**src/hw/rtl/owsrch_pkg.sv**
```systemverilog
`timescale 1ns / 1ps
`default_nettype none
// ---------------------------------------------------------------------------
// owsrch_pkg: shared types and codes for the ROM search engine
// Operation and status codes plus the control word driven into the cell row.
// ---------------------------------------------------------------------------
package owsrch_pkg;

	// operation codes carried in the input tuser
	localparam logic [1:0] OP_PAIR  = 2'd0;
	localparam logic [1:0] OP_FIRST = 2'd1;
	localparam logic [1:0] OP_NEXT  = 2'd2;

	// status codes carried in the output tuser
	localparam logic [2:0] ST_CONTINUE = 3'd0;
	localparam logic [2:0] ST_FOUND    = 3'd1;
	localparam logic [2:0] ST_NO_MORE  = 3'd2;
	localparam logic [2:0] ST_RESTART  = 3'd3;
	localparam logic [2:0] ST_VANISHED = 3'd4;

	localparam int IN_DATA_W  = 72;
	localparam int OUT_DATA_W = 72;
	localparam int IN_USER_W  = 2;
	localparam int OUT_USER_W = 3;
	localparam int ADDR_W     = 64;

	// control word broadcast to every cell of the row
	typedef struct packed {
		logic load;    // take the previous ID bit from the start-next transfer
		logic rotate;  // previous ID ring moves one place towards cell 0
		logic shift;   // new ID row moves one place towards cell 0
	} cell_ctl_t;

endpackage
`default_nettype wire

```
**src/hw/rtl/owsrch_cell.sv**
```systemverilog
`timescale 1ns / 1ps
`default_nettype none
// ---------------------------------------------------------------------------
// owsrch_cell: one ID bit slot of the search row
// Holds one bit of the previous ID ring and one bit of the ID being built.
// ---------------------------------------------------------------------------
module owsrch_cell (
	input  wire                   clk,
	input  owsrch_pkg::cell_ctl_t ctl,
	input  wire                   load_bit,
	input  wire                   prev_in,
	input  wire                   new_in,
	output logic                  prev_bit,
	output logic                  new_bit
);
	import owsrch_pkg::*;

	logic prev_q;
	logic new_q;

	always_ff @(posedge clk) begin
		if (ctl.load) begin
			prev_q <= load_bit;
		end else if (ctl.rotate) begin
			prev_q <= prev_in;
		end
		if (ctl.shift) begin
			new_q <= new_in;
		end
	end

	assign prev_bit = prev_q;
	assign new_bit  = new_q;

endmodule
`default_nettype wire

```
**src/hw/rtl/onewire_rom_search_engine.sv**
```systemverilog
`timescale 1ns / 1ps
`default_nettype none
// ---------------------------------------------------------------------------
// onewire_rom_search_engine: Search ROM (0xF0) direction decision engine
// Takes one sampled bit/complement pair per transfer, returns the bit to write.
// ---------------------------------------------------------------------------
// One input transfer gives exactly one output transfer, from a registered output; a new
// transfer is taken every cycle while the output register is empty or being
// drained, so the sustained rate is one item per clock. Op 1 starts a first
// search (lowest branch everywhere); op 2 loads the previous ID and starts a
// replay pass over all ROM_BITS bits. That pass ends with status no-more or
// restart; after a restart the host re-issues 0xF0 and feeds the pairs again:
// the engine replays the previous bits up to the last unexplored 0/0 branch,
// writes 1 there and finishes on the lowest branch, ending with status found
// and the ID in found_address. A 1/1 pair or a pair that contradicts the
// previous ID ends the search with status vanished. The ID lives in a row of
// ROM_BITS cells: the previous ID rotates one place per pair so that the bit
// in hand always sits in cell 0, and each written bit enters the new-ID row
// at the top and walks down, so no wide bit select is needed. Op 3 and pairs
// while idle answer write_bit 0, status continue, and change nothing.
// ---------------------------------------------------------------------------
module onewire_rom_search_engine #(
	parameter int ROM_BITS = 64
) (
	input  wire                                   clk,
	input  wire                                   arst_n,
	// input stream
	input  wire                                   s_axis_tvalid,
	output logic                                  s_axis_tready,
	// [0] id_bit, [1] cmp_bit, [65:2] prev_address, [71:66] zero
	input  wire  [owsrch_pkg::IN_DATA_W-1:0]      s_axis_tdata,
	// [1:0] op
	input  wire  [owsrch_pkg::IN_USER_W-1:0]      s_axis_tuser,
	// result stream
	output logic                                  m_axis_tvalid,
	input  wire                                   m_axis_tready,
	// [0] write_bit, [64:1] found_address, [71:65] zero
	output logic [owsrch_pkg::OUT_DATA_W-1:0]     m_axis_tdata,
	// [2:0] status
	output logic [owsrch_pkg::OUT_USER_W-1:0]     m_axis_tuser
);
	import owsrch_pkg::*;

	localparam int PW = $clog2(ROM_BITS);
	localparam int BW = PW + 1;
	localparam logic [PW-1:0] LAST_POS  = PW'(ROM_BITS - 1);
	localparam logic [BW-1:0] NO_BRANCH = BW'(ROM_BITS);

	// search phase codes
	localparam logic [2:0] PH_IDLE     = 3'd0;
	localparam logic [2:0] PH_COMPLETE = 3'd1;
	localparam logic [2:0] PH_SCAN     = 3'd2;
	localparam logic [2:0] PH_TRACK    = 3'd3;
	localparam logic [2:0] PH_BRANCH   = 3'd4;

	logic [2:0]    phase_q,  phase_d;
	logic [PW-1:0] bitpos_q, bitpos_d;
	logic [BW-1:0] branch_q, branch_d;

	// output register
	logic                  out_valid_q;
	logic                  out_wr_q;
	logic [2:0]            out_st_q;
	logic [ADDR_W-1:0]     out_found_q;

	// cell row
	cell_ctl_t     ctl;
	logic [ROM_BITS-1:0] prev_row;
	logic [ROM_BITS-1:0] new_row;
	logic [ROM_BITS-1:0] prev_nb;   // neighbour inputs
	logic [ROM_BITS-1:0] new_nb;

	// transfer fields
	logic          take;
	logic [1:0]    op;
	logic          b_in;
	logic          c_in;
	logic [ROM_BITS-1:0] load_id;

	logic          pb;        // previous ID bit at the current position
	logic          vanish;
	logic          wr;
	logic [2:0]    st;
	logic [ROM_BITS-1:0] found;
	logic          at_last;
	logic [BW-1:0] pos_inc;

	assign s_axis_tready = !out_valid_q || m_axis_tready;
	assign take          = s_axis_tvalid && s_axis_tready;
	assign op            = s_axis_tuser;
	assign b_in          = s_axis_tdata[0];
	assign c_in          = s_axis_tdata[1];
	assign load_id       = s_axis_tdata[ROM_BITS+1:2];

	assign pb      = prev_row[0];
	assign at_last = (bitpos_q == LAST_POS);
	assign pos_inc = {1'b0, bitpos_q} + BW'(1);

	// ring and row wiring: each cell hands its bit one place down
	assign prev_nb = {prev_row[0], prev_row[ROM_BITS-1:1]};
	assign new_nb  = {wr, new_row[ROM_BITS-1:1]};

	always_comb begin
		phase_d  = phase_q;
		bitpos_d = bitpos_q;
		branch_d = branch_q;
		wr       = 1'b0;
		st       = ST_CONTINUE;
		found    = '0;
		ctl      = '0;
		vanish   = 1'b0;
		if (take) begin
			case (op)
				OP_FIRST: begin
					phase_d  = PH_COMPLETE;
					bitpos_d = '0;
					branch_d = NO_BRANCH;
				end
				OP_NEXT: begin
					phase_d  = PH_SCAN;
					bitpos_d = '0;
					branch_d = NO_BRANCH;
					ctl.load = 1'b1;
				end
				OP_PAIR: begin
					if (phase_q != PH_IDLE) begin
						vanish = b_in && c_in;
						if ((phase_q inside {PH_SCAN, PH_TRACK})
								&& (b_in != c_in) && (pb != b_in)) begin
							vanish = 1'b1;
						end
						if (phase_q == PH_BRANCH && (b_in != c_in)) begin
							vanish = 1'b1;
						end
						if (vanish) begin
							st      = ST_VANISHED;
							phase_d = PH_IDLE;
						end else begin
							ctl.shift = 1'b1;
							case (phase_q)
								PH_SCAN: begin
									ctl.rotate = 1'b1;
									wr = pb;
									if (!b_in && !c_in && !pb) begin
										branch_d = {1'b0, bitpos_q};
									end
									if (at_last) begin
										bitpos_d = '0;
										if (branch_d == NO_BRANCH) begin
											st      = ST_NO_MORE;
											phase_d = PH_IDLE;
										end else begin
											st      = ST_RESTART;
											phase_d = (branch_d == '0) ? PH_BRANCH
												: PH_TRACK;
										end
									end else begin
										bitpos_d = bitpos_q + PW'(1);
									end
								end
								PH_TRACK: begin
									ctl.rotate = 1'b1;
									wr = pb;
									bitpos_d = pos_inc[PW-1:0];
									if (pos_inc >= branch_q) begin
										phase_d = PH_BRANCH;
									end
								end
								PH_BRANCH: begin
									ctl.rotate = 1'b1;
									wr = 1'b1;
									if (at_last) begin
										st      = ST_FOUND;
										found   = {wr, new_row[ROM_BITS-1:1]};
										phase_d = PH_IDLE;
									end else begin
										phase_d  = PH_COMPLETE;
										bitpos_d = bitpos_q + PW'(1);
									end
								end
								default: begin
									// complete: follow the lowest branch
									wr = b_in;
									if (at_last) begin
										st       = ST_FOUND;
										found    = {wr, new_row[ROM_BITS-1:1]};
										phase_d  = PH_IDLE;
										bitpos_d = '0;
									end else begin
										bitpos_d = bitpos_q + PW'(1);
									end
								end
							endcase
						end
					end
				end
				default: begin
					// undefined op: no change
				end
			endcase
		end
	end

	genvar gi;
	generate
		for (gi = 0; gi < ROM_BITS; gi++) begin : g_cell
			owsrch_cell u_cell (
				.clk      (clk),
				.ctl      (ctl),
				.load_bit (load_id[gi]),
				.prev_in  (prev_nb[gi]),
				.new_in   (new_nb[gi]),
				.prev_bit (prev_row[gi]),
				.new_bit  (new_row[gi])
			);
		end
	endgenerate

	always_ff @(posedge clk or negedge arst_n) begin
		if (!arst_n) begin
			phase_q     <= PH_IDLE;
			bitpos_q    <= '0;
			branch_q    <= NO_BRANCH;
			out_valid_q <= 1'b0;
		end else begin
			phase_q  <= phase_d;
			bitpos_q <= bitpos_d;
			branch_q <= branch_d;
			if (take) begin
				out_valid_q <= 1'b1;
			end else if (m_axis_tready) begin
				out_valid_q <= 1'b0;
			end
		end
	end

	// result payload, no reset needed
	always_ff @(posedge clk) begin
		if (take) begin
			out_wr_q    <= wr;
			out_st_q    <= st;
			out_found_q <= ADDR_W'(found);
		end
	end

	assign m_axis_tvalid = out_valid_q;
	assign m_axis_tdata  = {7'd0, out_found_q, out_wr_q};
	assign m_axis_tuser  = out_st_q;

endmodule
`default_nettype wire

```
**config.mk**
```make
export PLATFORM = sky130hd
export DESIGN_NAME = onewire_rom_search_engine
export DESIGN_NICKNAME = d
export VERILOG_FILES = /design/src/hw/rtl/owsrch_pkg.sv /design/src/hw/rtl/owsrch_cell.sv /design/src/hw/rtl/onewire_rom_search_engine.sv
export SDC_FILE = /design/constraint.sdc
export NUM_CORES = 1
export LEC_CHECK = 0
export BUFFER_PORTS_ARGS = -buffer_cell sky130_fd_sc_hd__buf_4
export CELL_PAD_IN_SITES_DETAIL_PLACEMENT = 0
export CELL_PAD_IN_SITES_GLOBAL_PLACEMENT = 2
export CORE_ASPECT_RATIO = 1.2
export CORE_MARGIN = 3
export CORE_UTILIZATION = 41
export CTS_CLUSTER_DIAMETER = 40
export DETAILED_ROUTE_END_ITERATION = 8
export PLACE_DENSITY = 0.84
export SYNTH_ARGS = -nofsm -noshare
export SYNTH_HDL_FRONTEND = slang
export SYNTH_SLANG_ARGS = --single-unit
```
**constraint.sdc**
```tcl
create_clock -name clk -period 17.6 [get_ports clk]
set_clock_uncertainty 0.05 [all_clocks]
set_input_delay 0 -clock clk [delete_from_list [all_inputs] [get_ports clk]]
set_output_delay 0 -clock clk [all_outputs]
set_load 0.02 [all_outputs]
```
---- After elaboration in Yosys (flattened, before gate mapping) ----
Index checks and enable logic that the tools add are counted.
W data, S select, Z words.
word-level totals
  logic and storage cells ................. 364
  register bits ........................... 212
  output and inout bits ................... 77
  bits of input ports ..................... 78
operators by class
  bitwise operators ....................... 2
  $lt $le $gt $ge ......................... 1
  mux-type cells .......................... 180
  equality and inequality tests ........... 16
  add/sub/neg operators ................... 2
  reductions and logical operators ........ 28
operators with widths
  cell                   count
  $mux W1                144
  $mux W64               2
  $pmux W64 S2           1
  $mux W7                9
  $mux W3                9
  $mux W6                4
  $pmux W6 S2            2
  $pmux W3 S3            2
  $pmux W7 S2            1
  $reduce_and A5 Y1      2
  $mux W2                4
  $ne A4 B4 Y1 const B   2
  $reduce_bool A2 Y1     4
  $add A6 B1 Y7 const B  1
  $eq A7 B7 Y1 const B   1
  $ge A7 B7 Y1           1
  $logic_and A1 B1 Y1    7
  $logic_not A7 Y1       1
  $add A6 B1 Y6 const B  1
  $eq A3 B2 Y1 const B   2
  $eq A6 B6 Y1 const B   1
  $ne A2 B2 Y1 const B   3
  $reduce_and A6 Y1      1
  $reduce_bool A3 Y1     2
  15 further kinds       22

---- Depth between registers and ports, before layout ----
  depth after elaboration ................. 21
  depth in mapped cells ................... 9
  depth with buffers taken out ............ 9

---- By module ----
Synthesis repeated with hierarchy kept, for this count alone.
unflattened totals
  cells, all modules ...................... 552
  area total of the unflattened synthesis .. 9140.0 um^2
by module, submodules not included
  module                     sequential area each (um^2)  times used  cells each  area each (um^2)
  owsrch_cell                60.1                         64          4           81.3
  onewire_rom_search_engine  2468.6                       1           296         3935.0

---- Worst setup path after synthesis ----
No wires, ideal clock.
  path kind ............................... reg-to-reg
  start ................................... register out_valid_q (netlist: m_axis_tvalid)
  end ..................................... register g_cell[0].u_cell.prev_q, enable pin
  data required time ...................... 16.976 ns
  clock period less this slack ............ 8.223 ns
  buffers on the path ..................... 1
  setup time .............................. 0.574 ns
  cell stages (with the launch flop) ...... 6
  arrival time ............................ 7.598 ns
  setup slack ............................. 9.377 ns
  path through ............................ dfrtp_1 -> nand2b_1 -> and2_1 -> clkbuf_1 -> nand2_1 -> o21ai_0
on the way
  longest elaborated chain between the ends .. 5
ends and longest elaborated chain
  item                          RTL line                          source
  from (decl)                   onewire_rom_search_engine.sv:61   logic out_valid_q;
  from (signal assigned)        onewire_rom_search_engine.sv:224  out_valid_q <= 1'b0;
  from (signal assigned)        onewire_rom_search_engine.sv:230  out_valid_q <= 1'b1;
  from (signal assigned)        onewire_rom_search_engine.sv:232  out_valid_q <= 1'b0;
  $logic_not A1 Y1              onewire_rom_search_engine.sv:88   assign s_axis_tready = !out_valid_q || m_axis_tready;
  $logic_or A1 B1 Y1            onewire_rom_search_engine.sv:88
  via s_axis_tready             onewire_rom_search_engine.sv:29   output logic s_axis_tready,
  $logic_and A1 B1 Y1           onewire_rom_search_engine.sv:89   assign take = s_axis_tvalid && s_axis_tready;
  via take                      onewire_rom_search_engine.sv:74   logic take;
  $mux W3                       onewire_rom_search_engine.sv:112  if (take) begin
  $reduce_bool A2 Y1 (no line)  --
  to (signal assigned)          owsrch_cell.sv:23                 prev_q <= load_bit;
  to (signal assigned)          owsrch_cell.sv:25                 prev_q <= prev_in;
  to (decl)                     owsrch_cell.sv:18                 logic prev_q;
The timed path passes the listed nets, and every way through them passes these cells.
A chain may end at the register's enable or synchronous reset.

---- Final worst setup path ----
  start ................................... register out_valid_q (netlist: m_axis_tvalid)
  end ..................................... register g_cell[63].u_cell.prev_q, enable pin
on the way
  longest elaborated chain between the ends .. 5
ends and longest elaborated chain
  item                          RTL line
  $logic_not A1 Y1              onewire_rom_search_engine.sv:88
  $logic_or A1 B1 Y1            onewire_rom_search_engine.sv:88
  $logic_and A1 B1 Y1           onewire_rom_search_engine.sv:89
  $mux W3                       onewire_rom_search_engine.sv:112
  $reduce_bool A2 Y1 (no line)  --
  to (signal assigned)          owsrch_cell.sv:23
  to (signal assigned)          owsrch_cell.sv:25
  to (decl)                     owsrch_cell.sv:18
Every way passes these cells.

==> results by group <==
Status
  • Status: finished, final reports clean

Place
  • Dpl hpwl: a little under 10,000 µm
  • GPL Wtd Cong: 0.848
  • Setup WS pre-CTS: around 14,000 ps
  • Placed instance count: around 880
  • IO buf count: approximately 140

Power
  • P_int: slightly above 0.9 mW
  • Flop pwr share: around half
  • VDD IR max: approximately 0.077 mV
  • Pwr dens: 105 nW/µm²
  • Clock power share: between 40 and 50%
  • Total Power: approximately 1.2 mW
  • Net Sw Power: 0.287 mW
  • Combinational Power Share: ~7.6%
  • Switching Share: around a quarter
  • Leakage: around 4.4 nW

Die
  • Die area: approximately 23,000 µm²
  • Die H: between 150 and 200 µm
  • Initial Utilization: a little over two fifths
  • Core region area: around 20,000 µm²
  • # rows: 57
  • Die width: 138 µm
  • I/O pins: roughly 160

GRT
  • Initial antenna violation count: 0
  • Met3 Use GR: under 10%
  • GRT met1 Usage: between 10% and 20%
  • Largest net degree at the start of global routing: 73
  • Gr ovfl total: 0
  • Overall Global Routing Usage: roughly 14%
  • First-pass GRT wire length: roughly 26,000 µm
  • Met2 usage: between 20% and 30%
  • Number of global-route vias before repair: about 5,000
  • Top Usage Layer GRT: met2

Logic synthesis
  • Top FF cell, synth: edfxtp_1
  • Synth Warn #: 0
  • Synth top area cells: edfxtp_1, mux2_2, and2_1
  • Mean Syn Cell Area: between 15 and 20 µm²
  • Most instantiated library cell after synthesis: edfxtp_1
  • Synth cell types: 56
  • Synth cell count leaders: edfxtp_1, mux2_2, and2_1, dfrtp_1
  • Sequential share of the synthesized area: around three quarters
  • Ys async rst share: 8.02%
  • Yosys top cell area share: 68.8%
  • EDFF count, synth: 195
  • Syn Inst Count: about 500
  • Post-Syn Area: approximately 8500 µm²
  • #FFs+latches synth: 212
  • Synth area leader: edfxtp_1

Route
  • Total number of vias: 4,756
  • Via density: roughly 4.7
  • Drt pass-1 iters: 4
  • Final wirelength: around 16,000 µm
  • Remaining DRCs: 0
  • Routed wire per std cell: between 15 and 20 µm
  • DR iter-0 viols: 240
  • Routed Antenna Nets: 0

Job
  • Max Cap Viol: 0

Setup path
  • R2R setup slack: ~14,000 ps
  • CP arrival: approximately 3300 ps
  • Critical-path top delay cell: buf_4
  • Reg2Reg Depth: 7
  • WS Path Type: reg2reg
  • Crit. End Element: register
  • Max stage delay on crit path: about 680 ps
  • Critical Path Source Type: register
  • Crit-path cells: nand2b_1, and2_2, buf_4, nand3b_1, buf_4, o21ai_4, buf_4
  • CP most frequent cell: buf_4
  • Critical path required time: about 18,000 ps
  • Crit Path Max Fanout: 72

STA
  • Final Setup Violations: 0
  • Max-slew violations: 0
  • Hold slack: about 160 ps
  • Achievable clock frequency: approximately 0.32 GHz
  • Actual slew at the worst max-slew pin: between 900 and 1000 ps
  • Setup ws final: about 14,000 ps
  • Worst slew margin relative to its limit: 39.1%
  • Fin. Hold Viols: 0
  • Setup TNS Final: 0 ps
  • RSZ-0062 raised after global routing: false
  • Period Utilization, post-route: between 10% and 20%
  • Final worst path period need: roughly 3200 ps

Clocking
  • Number of CTS-inserted buffers: 27
  • TritonCTS clock tree: yes
  • Clk pin slew, worst setup/hold paths: around 60 ps
  • Sink Count: roughly 210
  • Htree depth: 1
  • Root Driver: clkbuf_16
  • CTS max path bufs: 3
  • Clk_lat worst skew: roughly 530 ps

Finish
  • Area of the multi-input gates: ~2000 µm²
  • Nets: between 800 and 900
  • Fillers: between 1,500 and 2,000
  • Layout cells sized above 1: 37.5%
  • Cell Count, Final, Fillers Out: roughly 1,000
  • N_diodes: 0
  • Register area: ~6300 µm²
  • Area growth from synthesis to layout: 33.9%

Worst hold path
  • Worst hold path class: in2reg
  • Hold Crit Depth: 3
-- area by class of cell --
class | instances | share of cell area, %
Clock buffer | 28 | 5.96
Clock inverter | 22 | 1.69
Inverter | 11 | 0.362
Multi-Input combinational cell | 247 | 17.9
Sequential cell | 212 | 55.1
Tap cell | 265 | 2.91
Timing Repair Buffer | 219 | 16.0
-- final timing paths --
| path | startpoint | to |
|---|---|---|
| setup reg to reg | m_axis_tvalid | g_cell[63].u_cell.prev_bit |
| hold reg to reg | g_cell[11].u_cell.new_bit | g_cell[10].u_cell.new_bit |
| setup / recovery | m_axis_tvalid | g_cell[63].u_cell.prev_bit |
| max in group asynchronous | arst_n | bitpos_q[2] |
| min in group asynchronous | arst_n | branch_q[6] |
| hold / removal | s_axis_tdata[1] | m_axis_tuser[2] |
-- power by group through the flow --
stage / combinational, mW / sequential, mW / clock [mW]
finish: 0.0906 / 0.577 / 0.528
global route: 0.0984 / 0.579 / 0.564
CTS: 0.0911 / 0.577 / 0.540
detailed placement: 0.0770 / 0.588 / 0
global placement: 0.0754 / 0.587 / 0
floorplan: 0.0393 / 0.594 / 0
-- worst max-delay path: cells and delay by family (launching register included) --
| kind | cells | cell delay, ps |
|---|---|---|
| buf+inv | 3 | 1740 |
| simple gates | 3 | 430 |
| flops | 1 | 380 |
| compound gates | 1 | 130 |
-- metrics by stage --
step	util, %	cell area [µm²]
2_1_floorplan	-	8540
3_5_place_dp	48.2	9790
6_report	56.1	11400
5_1_grt	56.1	11400
3_3_place_gp	48.2	9790
4_1_cts	56.1	11400
-- cell usage in the layout (no fill, tap or decap), drive strengths merged, types with 6 or more instances in the layout --
| master | netlist | layout |
|---|---|---|
| a21oi | 6 | 6 |
| a22o | 9 | 9 |
| and2 | 64 | 64 |
| buf | 26 | 146 |
| clkbuf | 1 | 28 |
| clkinv | 0 | 6 |
| conb | 1 | 7 |
| dfrtp | 16 | 16 |
| dlygate4sd3 | 0 | 73 |
| edfxtp | 195 | 195 |
| ha | 10 | 10 |
| inv | 11 | 26 |
| mux2 | 66 | 66 |
| nand2 | 8 | 8 |
| nand2b | 7 | 7 |
| nand3 | 7 | 7 |
| nor2 | 7 | 7 |
-- timing repair --
action                                 CTS  global route
hold buffers                            73             0
buffers inserted                         0             0
gates resized for setup                  0             0
endpoints found under the hold margin   88             0
-- routing by layer --
layer / wire length [µm] / share of wire (%) / up-vias
met5: 0 / 0 / -
met4: 391 / 2.4 / 0
met3: 1320 / 8.3 / 38
met2: 7590 / 47 / 168
met1: 6710 / 42 / 2252
li1: - / - / 2298
-- logic make-up after synthesis --
family	Yosys count	synth area share, %
flip-flops	212	73.8
AND/OR/NAND/NOR	120	9.01
multiplexers	67	8.85
AO/OA/AOI/OAI	39	3.64
buffers and inverters	38	2.79
adder cells (fa/ha/maj)	10	1.47
XOR/XNOR	4	0.412
other	1	0.0440
-- flip-flops by register name, summed over array words and instances, names as in the netlist --
name                    count
g_cell.u_cell.prev_bit     64
branch_q                    7
m_axis_tvalid               1
out_found_q                64
bitpos_q                    6
m_axis_tuser                3
g_cell.u_cell.new_bit      63
phase_q                     3
out_wr_q                    1
(Power assumes the default switching activity.)
